**src/design/msd_pkg.sv**
```systemverilog
package msd_pkg;

    // Counter and field widths
    localparam int OFFSET_BITS = 24;
    localparam int INDEX_BITS  = 16;
    localparam int LEN_BITS    = 24;
    localparam int TAG_BITS    = 16;

    // Lead bytes
    localparam logic [7:0] LEAD_END    = 8'hE0;
    localparam logic [7:0] LEAD_SKIP   = 8'hE1;
    localparam logic [7:0] LEAD_TLONG  = 8'hE3;
    localparam logic [7:0] LEAD_UNTAG  = 8'hE4;
    localparam logic [7:0] LEAD_TSHORT = 8'hE5;

    // Header lengths in bytes
    localparam logic [2:0] HDR_LONG  = 3'd6;
    localparam logic [2:0] HDR_SHORT = 3'd4;

    typedef enum logic [2:0] {
        ROLE_HEADER  = 3'd0,
        ROLE_PAYLOAD = 3'd1,
        ROLE_END     = 3'd2,
        ROLE_IGNORED = 3'd3,
        ROLE_ERROR   = 3'd4
    } t_role;

    typedef enum logic [2:0] {
        KIND_NONE   = 3'd0,
        KIND_SKIP   = 3'd1,
        KIND_TLONG  = 3'd2,
        KIND_UNTAG  = 3'd3,
        KIND_TSHORT = 3'd4,
        KIND_END    = 3'd5
    } t_kind;

    typedef enum logic [1:0] {
        PH_LEAD = 2'd0,
        PH_HEAD = 2'd1,
        PH_BODY = 2'd2
    } t_phase;

    typedef enum logic [1:0] {
        ST_RUN = 2'd0,
        ST_END = 2'd1,
        ST_ERR = 2'd2
    } t_stop;

    // Classified input byte handed from front to back
    typedef struct packed {
        logic [7:0] data;
        logic       first;
        logic       last;
        t_kind      lead_kind;
    } t_item;

    // One labelled byte
    typedef struct packed {
        t_role                  role;
        t_kind                  kind;
        logic [TAG_BITS-1:0]    tag;
        logic [LEN_BITS-1:0]    poff;
        logic                   done;
        logic [INDEX_BITS-1:0]  eidx;
        logic [OFFSET_BITS-1:0] eoff;
        logic [OFFSET_BITS-1:0] boff;
        logic                   trunc;
    } t_result;

    // Decode a byte as a lead byte
    function automatic t_kind lead_decode(input logic [7:0] b);
        t_kind k;
        unique case (b)
            LEAD_END:    k = KIND_END;
            LEAD_SKIP:   k = KIND_SKIP;
            LEAD_TLONG:  k = KIND_TLONG;
            LEAD_UNTAG:  k = KIND_UNTAG;
            LEAD_TSHORT: k = KIND_TSHORT;
            default:     k = KIND_NONE;
        endcase
        return k;
    endfunction

endpackage

```
**src/design/marker_segment_deframer.sv**
```systemverilog
// Marker segment deframer: takes one byte of an object buffer per transfer and labels
// it as header, payload, end marker, ignored or error, with the segment kind, tag,
// payload offset, entry index and offset, and buffer offset. The block sustains one
// byte per clock while results are popped; each transfer writes the byte into the input
// queue, then the per-byte parser update writes its label into the result queue, from
// which it shows on the result ports. The rate is set by the parser's per-byte header
// and counter update.
// Both queues hold two entries, so the input side keeps accepting while a result
// waits to be popped. An unknown lead byte or a segment length shorter than its
// header raises a sticky error; every byte is then ignored until first_in_buffer.
module marker_segment_deframer
    import msd_pkg::*;
(
    input  logic                   i_clk,
    input  logic                   i_rst_n,
    input  logic                   push,
    output logic                   full,
    input  logic [7:0]             i_data_byte,
    input  logic                   i_first_in_buffer,
    input  logic                   i_last_in_buffer,
    output logic                   empty,
    input  logic                   pop,
    output logic [2:0]             o_byte_role,
    output logic [2:0]             o_segment_kind,
    output logic [TAG_BITS-1:0]    o_segment_tag,
    output logic [LEN_BITS-1:0]    o_payload_offset,
    output logic                   o_segment_done,
    output logic [INDEX_BITS-1:0]  o_entry_index,
    output logic [OFFSET_BITS-1:0] o_entry_offset,
    output logic [OFFSET_BITS-1:0] o_buffer_offset,
    output logic                   o_truncated
);

    logic    item_valid;
    logic    item_take;
    t_item   item;
    t_result result;

    // Accept and classify bytes
    msd_front u_front (
        .i_clk             (i_clk),
        .i_rst_n           (i_rst_n),
        .i_push            (push),
        .i_data_byte       (i_data_byte),
        .i_first_in_buffer (i_first_in_buffer),
        .i_last_in_buffer  (i_last_in_buffer),
        .o_full            (full),
        .o_valid           (item_valid),
        .o_item            (item),
        .i_take            (item_take)
    );

    // Parse segments and queue results
    msd_back u_back (
        .i_clk    (i_clk),
        .i_rst_n  (i_rst_n),
        .i_valid  (item_valid),
        .i_item   (item),
        .o_take   (item_take),
        .i_pop    (pop),
        .o_empty  (empty),
        .o_result (result)
    );

    // Unpack the result onto its ports
    assign o_byte_role      = result.role;
    assign o_segment_kind   = result.kind;
    assign o_segment_tag    = result.tag;
    assign o_payload_offset = result.poff;
    assign o_segment_done   = result.done;
    assign o_entry_index    = result.eidx;
    assign o_entry_offset   = result.eoff;
    assign o_buffer_offset  = result.boff;
    assign o_truncated      = result.trunc;

endmodule

```
**src/design/msd_front.sv**
```systemverilog
module msd_front
    import msd_pkg::*;
(
    input  logic       i_clk,
    input  logic       i_rst_n,
    input  logic       i_push,
    input  logic [7:0] i_data_byte,
    input  logic       i_first_in_buffer,
    input  logic       i_last_in_buffer,
    output logic       o_full,
    output logic       o_valid,
    output t_item      o_item,
    input  logic       i_take
);

    t_item       r_q [2];
    logic        r_wr;
    logic        r_rd;
    logic [1:0]  r_cnt;
    logic        n_wr;
    logic        n_rd;
    logic [1:0]  n_cnt;
    logic        wr_en;
    logic        rd_en;
    t_item       in_item;

    // Classify the incoming byte
    always_comb begin
        in_item.data      = i_data_byte;
        in_item.first     = i_first_in_buffer;
        in_item.last      = i_last_in_buffer;
        in_item.lead_kind = lead_decode(i_data_byte);
    end

    assign o_full  = (r_cnt == 2'd2);
    assign o_valid = (r_cnt != 2'd0);
    assign o_item  = r_q[r_rd];
    assign wr_en   = i_push && !o_full;
    assign rd_en   = i_take && o_valid;

    // Advance pointers and fill count
    always_comb begin
        n_wr  = wr_en ? ~r_wr : r_wr;
        n_rd  = rd_en ? ~r_rd : r_rd;
        n_cnt = r_cnt + {1'b0, wr_en} - {1'b0, rd_en};
    end

    always_ff @(posedge i_clk) begin
        if (!i_rst_n) begin
            r_wr  <= 1'b0;
            r_rd  <= 1'b0;
            r_cnt <= 2'd0;
        end else begin
            r_wr  <= n_wr;
            r_rd  <= n_rd;
            r_cnt <= n_cnt;
        end
    end

    // Store the transfer
    always_ff @(posedge i_clk) begin
        if (wr_en) begin
            r_q[r_wr] <= in_item;
        end
    end

endmodule

```
**src/design/msd_back.sv**
```systemverilog
module msd_back
    import msd_pkg::*;
(
    input  logic    i_clk,
    input  logic    i_rst_n,
    input  logic    i_valid,
    input  t_item   i_item,
    output logic    o_take,
    input  logic    i_pop,
    output logic    o_empty,
    output t_result o_result
);

    // Parser state
    t_phase                 r_phase, n_phase;
    t_stop                  r_stop, n_stop;
    logic [2:0]             r_hcnt, n_hcnt;
    logic [LEN_BITS-1:0]    r_len, n_len;
    logic [LEN_BITS-1:0]    r_left, n_left;
    logic [TAG_BITS-1:0]    r_tag, n_tag;
    t_kind                  r_kind, n_kind;
    logic [OFFSET_BITS-1:0] r_pos, n_pos;
    logic [INDEX_BITS-1:0]  r_ecnt, n_ecnt;
    logic [OFFSET_BITS-1:0] r_start, n_start;

    // State seen by this byte, after a buffer restart
    t_phase                 e_phase;
    t_stop                  e_stop;
    logic [2:0]             e_hcnt;
    logic [LEN_BITS-1:0]    e_len;
    logic [LEN_BITS-1:0]    e_left;
    logic [TAG_BITS-1:0]    e_tag;
    t_kind                  e_kind;
    logic [OFFSET_BITS-1:0] e_pos;
    logic [INDEX_BITS-1:0]  e_ecnt;
    logic [OFFSET_BITS-1:0] e_start;

    logic [7:0]             b;
    logic [2:0]             hl;
    logic [3:0]             idx_inc;
    logic [LEN_BITS-1:0]    h_len;
    logic [TAG_BITS-1:0]    h_tag;
    logic                   seg_lead;
    logic                   short_err;
    logic                   hdr_end;
    logic                   body_end;
    t_phase                 p_phase;
    t_stop                  p_stop;
    t_result                res;

    // Result queue
    t_result                r_oq [2];
    logic                   r_owr, r_ord;
    logic [1:0]             r_ocnt;
    logic                   o_wr_en, o_rd_en;

    assign o_take  = i_valid && (r_ocnt != 2'd2);
    assign o_empty = (r_ocnt == 2'd0);
    assign o_result = r_oq[r_ord];
    assign o_wr_en = o_take;
    assign o_rd_en = i_pop && !o_empty;

    // Restart at offset zero on the first byte of a buffer
    always_comb begin
        if (i_item.first) begin
            e_phase = PH_LEAD;
            e_stop  = ST_RUN;
            e_hcnt  = '0;
            e_len   = '0;
            e_left  = '0;
            e_tag   = '0;
            e_kind  = KIND_NONE;
            e_pos   = '0;
            e_ecnt  = '0;
            e_start = '0;
        end else begin
            e_phase = r_phase;
            e_stop  = r_stop;
            e_hcnt  = r_hcnt;
            e_len   = r_len;
            e_left  = r_left;
            e_tag   = r_tag;
            e_kind  = r_kind;
            e_pos   = r_pos;
            e_ecnt  = r_ecnt;
            e_start = r_start;
        end
    end

    assign b        = i_item.data;
    assign hl       = (e_kind == KIND_TLONG) ? HDR_LONG : HDR_SHORT;
    assign idx_inc  = {1'b0, e_hcnt} + 4'd1;
    assign seg_lead = (i_item.lead_kind == KIND_SKIP) || (i_item.lead_kind == KIND_TLONG)
                   || (i_item.lead_kind == KIND_UNTAG) || (i_item.lead_kind == KIND_TSHORT);

    // Merge one header byte into length and tag
    always_comb begin
        h_len = e_len;
        h_tag = e_tag;
        if (e_kind == KIND_TSHORT) begin
            unique case (e_hcnt)
                3'd1:    h_len = {{(LEN_BITS-8){1'b0}}, b};
                3'd2:    h_tag = {8'd0, b};
                default: h_tag = {b, e_tag[7:0]};
            endcase
        end else begin
            unique case (e_hcnt)
                3'd1:    h_len = {b, 16'd0};
                3'd2:    h_len = {e_len[23:16], b, 8'd0};
                3'd3:    h_len = {e_len[23:8], b};
                3'd4:    h_tag = {8'd0, b};
                default: h_tag = {b, e_tag[7:0]};
            endcase
        end
    end

    assign short_err = (((e_kind == KIND_TSHORT) && (e_hcnt == 3'd1))
                     || ((e_kind != KIND_TSHORT) && (e_hcnt == 3'd3)))
                     && (h_len < LEN_BITS'(hl));
    assign hdr_end   = idx_inc >= {1'b0, hl};
    assign body_end  = (e_left <= LEN_BITS'(1));

    // Next phase and stop state, before the end-of-buffer check
    always_comb begin
        p_phase = e_phase;
        p_stop  = e_stop;
        if (e_stop == ST_RUN) begin
            unique case (e_phase)
                PH_LEAD: begin
                    if (seg_lead) begin
                        p_phase = PH_HEAD;
                    end else if (i_item.lead_kind == KIND_END) begin
                        p_stop = ST_END;
                    end else begin
                        p_stop = ST_ERR;
                    end
                end
                PH_HEAD: begin
                    if (short_err) begin
                        p_stop = ST_ERR;
                    end else if (hdr_end) begin
                        p_phase = (h_len == LEN_BITS'(hl)) ? PH_LEAD : PH_BODY;
                    end
                end
                PH_BODY: begin
                    if (body_end) begin
                        p_phase = PH_LEAD;
                    end
                end
                default: p_phase = e_phase;
            endcase
        end
        n_phase = p_phase;
        n_stop  = (i_item.last && p_stop == ST_RUN) ? ST_END : p_stop;
    end

    // Datapath registers and the labelled result
    always_comb begin
        n_hcnt  = e_hcnt;
        n_len   = e_len;
        n_left  = e_left;
        n_tag   = e_tag;
        n_kind  = e_kind;
        n_ecnt  = e_ecnt;
        n_start = e_start;
        n_pos   = (e_pos != {OFFSET_BITS{1'b1}}) ? e_pos + OFFSET_BITS'(1) : e_pos;

        res       = '0;
        res.role  = ROLE_IGNORED;
        res.kind  = KIND_NONE;
        res.boff  = e_pos;

        if (e_stop == ST_RUN) begin
            unique case (e_phase)
                PH_LEAD: begin
                    if (seg_lead) begin
                        res.role = ROLE_HEADER;
                        res.kind = i_item.lead_kind;
                        n_kind   = i_item.lead_kind;
                        n_len    = '0;
                        n_tag    = '0;
                        n_hcnt   = 3'd1;
                        if (i_item.lead_kind != KIND_SKIP) begin
                            if (e_ecnt != {INDEX_BITS{1'b1}}) begin
                                n_ecnt = e_ecnt + INDEX_BITS'(1);
                            end
                            n_start = e_pos;
                        end
                    end else if (i_item.lead_kind == KIND_END) begin
                        res.role = ROLE_END;
                        res.kind = KIND_END;
                        res.done = 1'b1;
                    end else begin
                        res.role = ROLE_ERROR;
                    end
                end
                PH_HEAD: begin
                    res.kind = e_kind;
                    n_len    = h_len;
                    n_tag    = h_tag;
                    if (short_err) begin
                        res.role = ROLE_ERROR;
                    end else begin
                        res.role = ROLE_HEADER;
                        if (hdr_end) begin
                            n_hcnt = 3'd0;
                            if (h_len == LEN_BITS'(hl)) begin
                                res.done = 1'b1;
                            end else begin
                                n_left = h_len - LEN_BITS'(hl);
                            end
                        end else begin
                            n_hcnt = idx_inc[2:0];
                        end
                    end
                end
                PH_BODY: begin
                    res.role = ROLE_PAYLOAD;
                    res.kind = e_kind;
                    res.poff = e_len - LEN_BITS'(hl) - e_left;
                    if (e_left != '0) begin
                        n_left = e_left - LEN_BITS'(1);
                    end
                    res.done = body_end;
                end
                default: res.role = ROLE_IGNORED;
            endcase
        end

        // Entry index for indexed segments; tag on tagged ones once complete
        if (((res.role == ROLE_HEADER) || (res.role == ROLE_PAYLOAD))
            && ((res.kind == KIND_TLONG) || (res.kind == KIND_UNTAG)
                || (res.kind == KIND_TSHORT))) begin
            res.eidx = n_ecnt;
            res.eoff = n_start;
            if (((res.kind == KIND_TLONG) || (res.kind == KIND_TSHORT))
                && ((res.role == ROLE_PAYLOAD)
                    || ((e_phase == PH_HEAD) && (idx_inc == {1'b0, hl})))) begin
                res.tag = n_tag;
            end
        end

        res.trunc = i_item.last && (p_stop == ST_RUN) && (p_phase != PH_LEAD);
    end

    // Commit state per transfer
    always_ff @(posedge i_clk) begin
        if (!i_rst_n) begin
            r_phase <= PH_LEAD;
            r_stop  <= ST_RUN;
            r_hcnt  <= '0;
            r_len   <= '0;
            r_left  <= '0;
            r_tag   <= '0;
            r_kind  <= KIND_NONE;
            r_pos   <= '0;
            r_ecnt  <= '0;
            r_start <= '0;
        end else if (o_take) begin
            r_phase <= n_phase;
            r_stop  <= n_stop;
            r_hcnt  <= n_hcnt;
            r_len   <= n_len;
            r_left  <= n_left;
            r_tag   <= n_tag;
            r_kind  <= n_kind;
            r_pos   <= n_pos;
            r_ecnt  <= n_ecnt;
            r_start <= n_start;
        end
    end

    // Result queue pointers
    always_ff @(posedge i_clk) begin
        if (!i_rst_n) begin
            r_owr  <= 1'b0;
            r_ord  <= 1'b0;
            r_ocnt <= 2'd0;
        end else begin
            r_owr  <= o_wr_en ? ~r_owr : r_owr;
            r_ord  <= o_rd_en ? ~r_ord : r_ord;
            r_ocnt <= r_ocnt + {1'b0, o_wr_en} - {1'b0, o_rd_en};
        end
    end

    // Hold the result until popped
    always_ff @(posedge i_clk) begin
        if (o_wr_en) begin
            r_oq[r_owr] <= res;
        end
    end

endmodule

```
**config.mk**
```make
export PLATFORM = sky130hd
export DESIGN_NAME = marker_segment_deframer
export DESIGN_NICKNAME = d
export VERILOG_FILES = /design/src/design/msd_pkg.sv /design/src/design/marker_segment_deframer.sv /design/src/design/msd_front.sv /design/src/design/msd_back.sv
export SDC_FILE = /design/constraint.sdc
export NUM_CORES = 1
export LEC_CHECK = 0
export ABC_AREA = 1
export BUFFER_PORTS_ARGS = -buffer_cell sky130_fd_sc_hd__buf_2
export CAP_MARGIN = 15
export CORE_ASPECT_RATIO = 1.75
export CORE_MARGIN = 4
export CORE_UTILIZATION = 30
export CTS_CLUSTER_SIZE = 8
export DETAILED_ROUTE_END_ITERATION = 7
export PLACE_DENSITY = 0.47
export SYNTH_ARGS = -nofsm -noshare
export SYNTH_HDL_FRONTEND = slang
export SYNTH_SLANG_ARGS = --single-unit
```
**constraint.sdc**
```tcl
create_clock -name i_clk -period 8.4 [get_ports i_clk]
set_clock_uncertainty 0.1 [all_clocks]
set_input_delay 1.68 -clock i_clk [delete_from_list [all_inputs] [get_ports i_clk]]
set_output_delay 1.68 -clock i_clk [all_outputs]
set_load 0.05 [all_outputs]
```
==> impl_metrics.json, run 1 <==
{
  "die_h_um": 375,
  "yosys.area_share.simple": 0.201,
  "report.final.slew_viol_count": 0,
  "die_width_um": 218,
  "viasPerCell": 4.88,
  "routabilityCongestion": 0.913,
  "initial_core_util": 0.303,
  "cts_tree": "done",
  "outcome": "completed",
  "cts_made_buffers": 56,
  "hold_viol": 0,
  "synth_fp_nets": 2978,
  "fin_util": 0.346,
  "clk_pin_slew_ns": 0.05,
  "cp.required_ns": 8.63,
  "period_share": 0.676,
  "place_area_um2": 24800,
  "cts-htree-levels": 2,
  "hold_buffers": 0,
  "num_vias": 19770,
  "final_common_cell": "nand2_1",
  "drive_above_1_share": 0.124,
  "dp_hpwl_mm": 53.5,
  "async_flop_share": 0,
  "critPathArrivalTime_ns": 5.91,
  "grt_pass1_vias": 19478,
  "synthMuxAreaShare": 0.0545,
  "syn_area_um2": 23100,
  "finalSetupViolCount": 0,
  "synth_ff_type": "edfxtp_1",
  "crit_path_end_kind": "flop",
  "antenna_found_initial": 0,
  "fillers": 8124,
  "route.detailed.drc": 0,
  "startpoint_type": "flop",
  "min-delay-path-class": "flop to flop",
  "synth_top_family_by_area": "simple AND/OR/NAND/NOR gates",
  "core-area_um2": 76500,
  "yosysSeqAreaShare": 0.452,
  "synth.avg_cell_area_um2": 7.98,
  "mostFrequentLayoutCells": "nand2_1 (508), inv_1 (432), nor2_1 (323), edfxtp_1 (250), o21ai_0 (233)",
  "synthAdderAreaFrac": 0.0338,
  "overflow": 0,
  "syn_inst": 2902,
  "io_buffers": 127,
  "wl_per_cell_um": 18.3,
  "fin_setup_tns_ns": 0,
  "stdcell_area_um2": 26500,
  "cap_violations": 0,
  "postCtsResizedCells": 0,
  "cts-root-buf": "clkbuf_16",
  "drt_wl_total_mm": 74.3,
  "diodes": 0,
  "clock.fmax_mhz": 176,
  "drt_iter0_markers": 1305,
  "grt_setup_unrepaired": "no",
  "nNetsFinal": 3063,
  "synthToLayoutAreaGrowth_pct": 14.3,
  "tightest_slew_ns": 1.21,
  "cts_setup_buffers": 0,
  "ant_nets": 0,
  "synth_warnings": 0,
  "grt.total_usage": 0.177,
  "crit_type": "flop to flop",
  "drt-pass1-iter-count": 5,
  "finalCriticalPeriod_ns": 5.68,
  "synth_xor_xnor_area_share": 0.0159,
  "cts_buffer_depth": 3,
  "cts_sinks": 398,
  "ys_types": 53,
  "ys_ff_latch": 398,
  "relSlewSlack": 0.184,
  "grt_max_degree": 80,
  "io_pins": 128,
  "crit_fanout": 54,
  "die_area_um2": 81800,
  "grt_pass1_wl_mm": 114,
  "synth_edf_count": 250,
  "hold_start": "u_front.r_rd",
  "clock_latency_ns": 0.61,
  "fp-row-count": 134,
  "synth_compound_area_frac": 0.145
}
## kinds of logic (layout without fill, tap and decap cells)
logic type,Yosys count,in the layout
DFF,398,398
adders and majority gates,62,62
muxes,112,112
AOI/OAI and AO/OA,606,606
buffers and inverters,575,707
xor gates and xnor gates,42,42
and+or+nand+nor,1107,1107
## critical path: stages, from the launching register on
cell      delay, ns
dfxtp_1        0.73
nand2_1        0.29
nand2_4        0.64
nor3_4         0.03
buf_4          0.26
inv_2          0.52
nand2_1        0.35
o211ai_1       0.32
ha_1           0.18
inv_1          0.06
nand4_1        0.08
nand2_1        0.10
inv_1          0.10
nand2_2        0.09
nor2_4         0.19
nand3_1        0.14
nand2_1        0.14
inv_1          0.08
o21bai_4       0.44
buf_4          0.40
nor2_1         0.11
## flip-flops by register name, indices dropped and copies added, names as in the netlist, 2 cells and up, named ones only
signal and cells:
u_back.r_ocnt 2, u_back.r_len 24, u_back.r_start 24, u_back.r_pos 24
u_back.r_tag 16, u_front.r_cnt 2, u_back.r_hcnt 3, u_back.r_ecnt 16
u_back.r_kind 3, u_back.r_phase 2, u_front.r_q 26, u_back.r_left 24
u_back.r_stop 2, u_back.r_oq 224
## path summary, 6_finish.rpt
kind	to	slack, ns	depth (start not counted)
min reg2reg	u_front.r_rd	0.35	1
max reg2reg	u_back.r_oq[1][30]	2.72	20
min	u_front.r_rd	0.35	1
max	u_back.r_oq[1][30]	2.72	20
## metal layers
metal	track usage	vias up	part of all wire
li1	-	9905	-
met5	0	-	0
met4	0.0919	0	0.057
met2	0.332	423	0.53
met1	0.193	9292	0.38
met3	0.0187	150	0.034
## cell usage after synthesis (16+ instances only)
master / count / area, um^2
o22ai_1: 27 / 169
nor4_1: 19 / 119
nor3_1: 33 / 165
o211ai_1: 64 / 480
nor2_1: 326 / 1220
buf_2: 16 / 80.1
a31oi_1: 32 / 200
ha_1: 61 / 763
mux2_2: 112 / 1260
dfxtp_1: 148 / 2960
inv_1: 433 / 1630
a21oi_1: 217 / 1090
o21ai_0: 233 / 1170
buf_1: 20 / 75.1
clkbuf_1: 84 / 315
nand2_1: 508 / 1910
xor2_1: 35 / 307
nand3_1: 158 / 791
nand4_1: 25 / 156
edfxtp_1: 250 / 7510
## stage by stage
stage,hold slack [ns],worst slack (ns),cells
finish,0.351,2.72,4054
global route,0.374,2.23,4054
CTS,0.354,2.68,4054
detailed placement,0.339,2.70,3949
global placement,0.335,2.81,3949
floorplan,0.326,2.11,2902
## final cells by class
| class | instances | area, um^2 | area share |
|---|---|---|---|
| multi-input cells | 1929 | 10500 | 0.396 |
| flip-flops and latches | 398 | 10500 | 0.396 |
| inverters | 444 | 1670 | 0.0632 |
| clock buffers | 103 | 1640 | 0.0620 |
| well taps | 1020 | 1280 | 0.0482 |
| repair buffers | 158 | 871 | 0.0329 |
| clock inverters | 2 | 40.0 | 0.00151 |
Power of run 1 is left out: the tool's default activity adds up to more than one toggle a clock period on the data nets, which glitch-free logic cannot reach.
==> run 2: changes to the inputs <==
Settings changed: PLACE_DENSITY 0.47 to 0.49.
Clock period 8.4 ns to 5.07 ns, I/O delays scaled along.
==> impl_metrics.json, run 2 (synthesized netlist as in run 1, its figures left out) <==
{
  "cts-htree-levels": 2,
  "core-area_um2": 76500,
  "hold_start": "u_back.r_ord",
  "overflow": 0,
  "crit_chain": "inv_2, nand2_2, nand2_4, buf_4, nor2_1, inv_1, ha_1, inv_1, ha_1, a21oi_1, inv_1, a31oi_1, nand2_1, a21oi_1, inv_1, a21oi_1, inv_1, a21oi_1, o21bai_1, o21ai_0, a21oi_1",
  "r2r_slack_ns": 0.91,
  "cts_buffer_depth": 3,
  "fp-row-count": 134,
  "grt_pass1_wl_mm": 117,
  "place_area_um2": 25200,
  "grt_max_degree": 96,
  "grt_pass1_vias": 19961,
  "cp.required_ns": 5.30,
  "viasPerCell": 4.92,
  "top_regs": "u_back.r_oq: 224 flops, u_front.r_q: 26 flops",
  "crit_path_end_kind": "flop",
  "reg2reg_to": "u_back.r_oq[1][85]",
  "die_area_um2": 81800,
  "crit_path_max_incr_delay_ns": 0.42,
  "die_h_um": 375,
  "diodes": 0,
  "cts-root-buf": "clkbuf_16",
  "reg2reg_depth": 21,
  "dp_hpwl_mm": 56.1,
  "antenna_found_initial": 0,
  "num_vias": 20155,
  "min-delay-path-class": "flop to flop",
  "min_path_cells": 1,
  "tightest_slew_ns": 0.958,
  "grt_setup_unrepaired": "no",
  "die_width_um": 218,
  "cts_sinks": 398,
  "clock_latency_ns": 0.61,
  "period_share": 0.820,
  "io_pins": 128,
  "finalCriticalPeriod_ns": 4.16,
  "relSlewSlack": 0.356,
  "nNetsFinal": 3110,
  "grt.total_usage": 0.182,
  "cts_tree": "done",
  "startpoint_type": "flop",
  "hold_viol": 0,
  "clock.fmax_mhz": 241,
  "final_common_cell": "nand2_1",
  "synthToLayoutAreaGrowth_pct": 15.8,
  "finalSetupViolCount": 0,
  "drt_wl_total_mm": 76.5,
  "largest-register": "u_back.r_oq",
  "ant_nets": 0,
  "critPathArrivalTime_ns": 4.38,
  "cts_setup_buffers": 0,
  "drt_iter0_markers": 1241,
  "cts_made_buffers": 55,
  "drt-pass1-iter-count": 7,
  "crit_type": "flop to flop",
  "routabilityCongestion": 0.994,
  "clk_pin_slew_ns": 0.05,
  "route.detailed.drc": 0,
  "initial_core_util": 0.303,
  "largest_register_ffs": 224,
  "mostFrequentLayoutCells": "nand2_1 (508), inv_1 (432), nor2_1 (323), edfxtp_1 (250), o21ai_0 (233)",
  "crit_fanout": 27,
  "hold_buffers": 0,
  "cap_violations": 0,
  "stdcell_area_um2": 26800,
  "report.final.slew_viol_count": 0,
  "crit_slowest_cell": "dfxtp_1",
  "outcome": "completed",
  "wl_per_cell_um": 18.7,
  "fin_setup_tns_ns": 0,
  "io_buffers": 127,
  "drive_above_1_share": 0.136,
  "postCtsResizedCells": 0
}
-- run 2: cell types whose count changed in the layout (fill, tap and decap cells not counted) --
cell and delta:
nor4_2 -1, clkinv_16 +1, inv_6 +1, buf_4 +41, clkbuf_1 +1, nor4_1 +1
clkbuf_8 -2, clkinv_8 +1, clkbuf_16 -3, buf_12 +6, inv_16 -2, buf_6 +1
-- run 2: layout make-up --
| cell class | count | area, um^2 |
|---|---|---|
| fillers | 8142 | 49600 |
| multi-input cells | 1929 | 10500 |
| flip-flops and latches | 398 | 10500 |
| inverters | 444 | 1670 |
| clock buffers | 99 | 1540 |
| repair buffers | 206 | 1310 |
| well taps | 1020 | 1280 |
| clock inverters | 3 | 55.1 |
-- run 2: worst max path at each step --
stage / startpoint / to / slack, ns
2_1_floorplan: u_back.r_ocnt[1] / u_back.r_oq[1][0] / 0.68
3_3_place_gp: flop / u_back.r_oq[0][84] / 0.98
3_5_place_dp: flop / u_back.r_oq[1][85] / 0.97
4_1_cts: flop / u_back.r_oq[1][85] / 0.91
5_1_grt: flop / u_back.r_oq[0][104] / 0.53
6_report: flop / u_back.r_oq[1][85] / 0.91
-- run 2: worst max-delay path, delay by kind of cell (launching register included) --
family                   cells  cell delay, ns
adder cells (fa/ha/maj)      2            0.66
AO/OA/AOI/OAI                8            1.24
flip-flops                   1            0.42
AND/OR/NAND/NOR              4            0.65
buffers and inverters        7            0.78
-- run 2: through the flow --
stage	hold slack [ns]	util	setup WS, ns	cells
4_1_cts	0.347	0.350	0.907	4098
6_report	0.351	0.351	0.915	4099
5_1_grt	0.377	0.351	0.530	4099
2_1_floorplan	0.326	-	0.681	2902
3_5_place_dp	0.337	0.330	0.973	3996
3_3_place_gp	0.327	0.330	0.985	3995
-- run 2: per-layer routing --
metal,vias to the layer above,wire length [um],global-route usage
li1,10009,-,-
met1,9511,28700,0.196
met2,468,41200,0.349
met3,167,2580,0.0174
met4,0,4040,0.0879
met5,-,0,0
Power of run 2 is left out for the same reason.
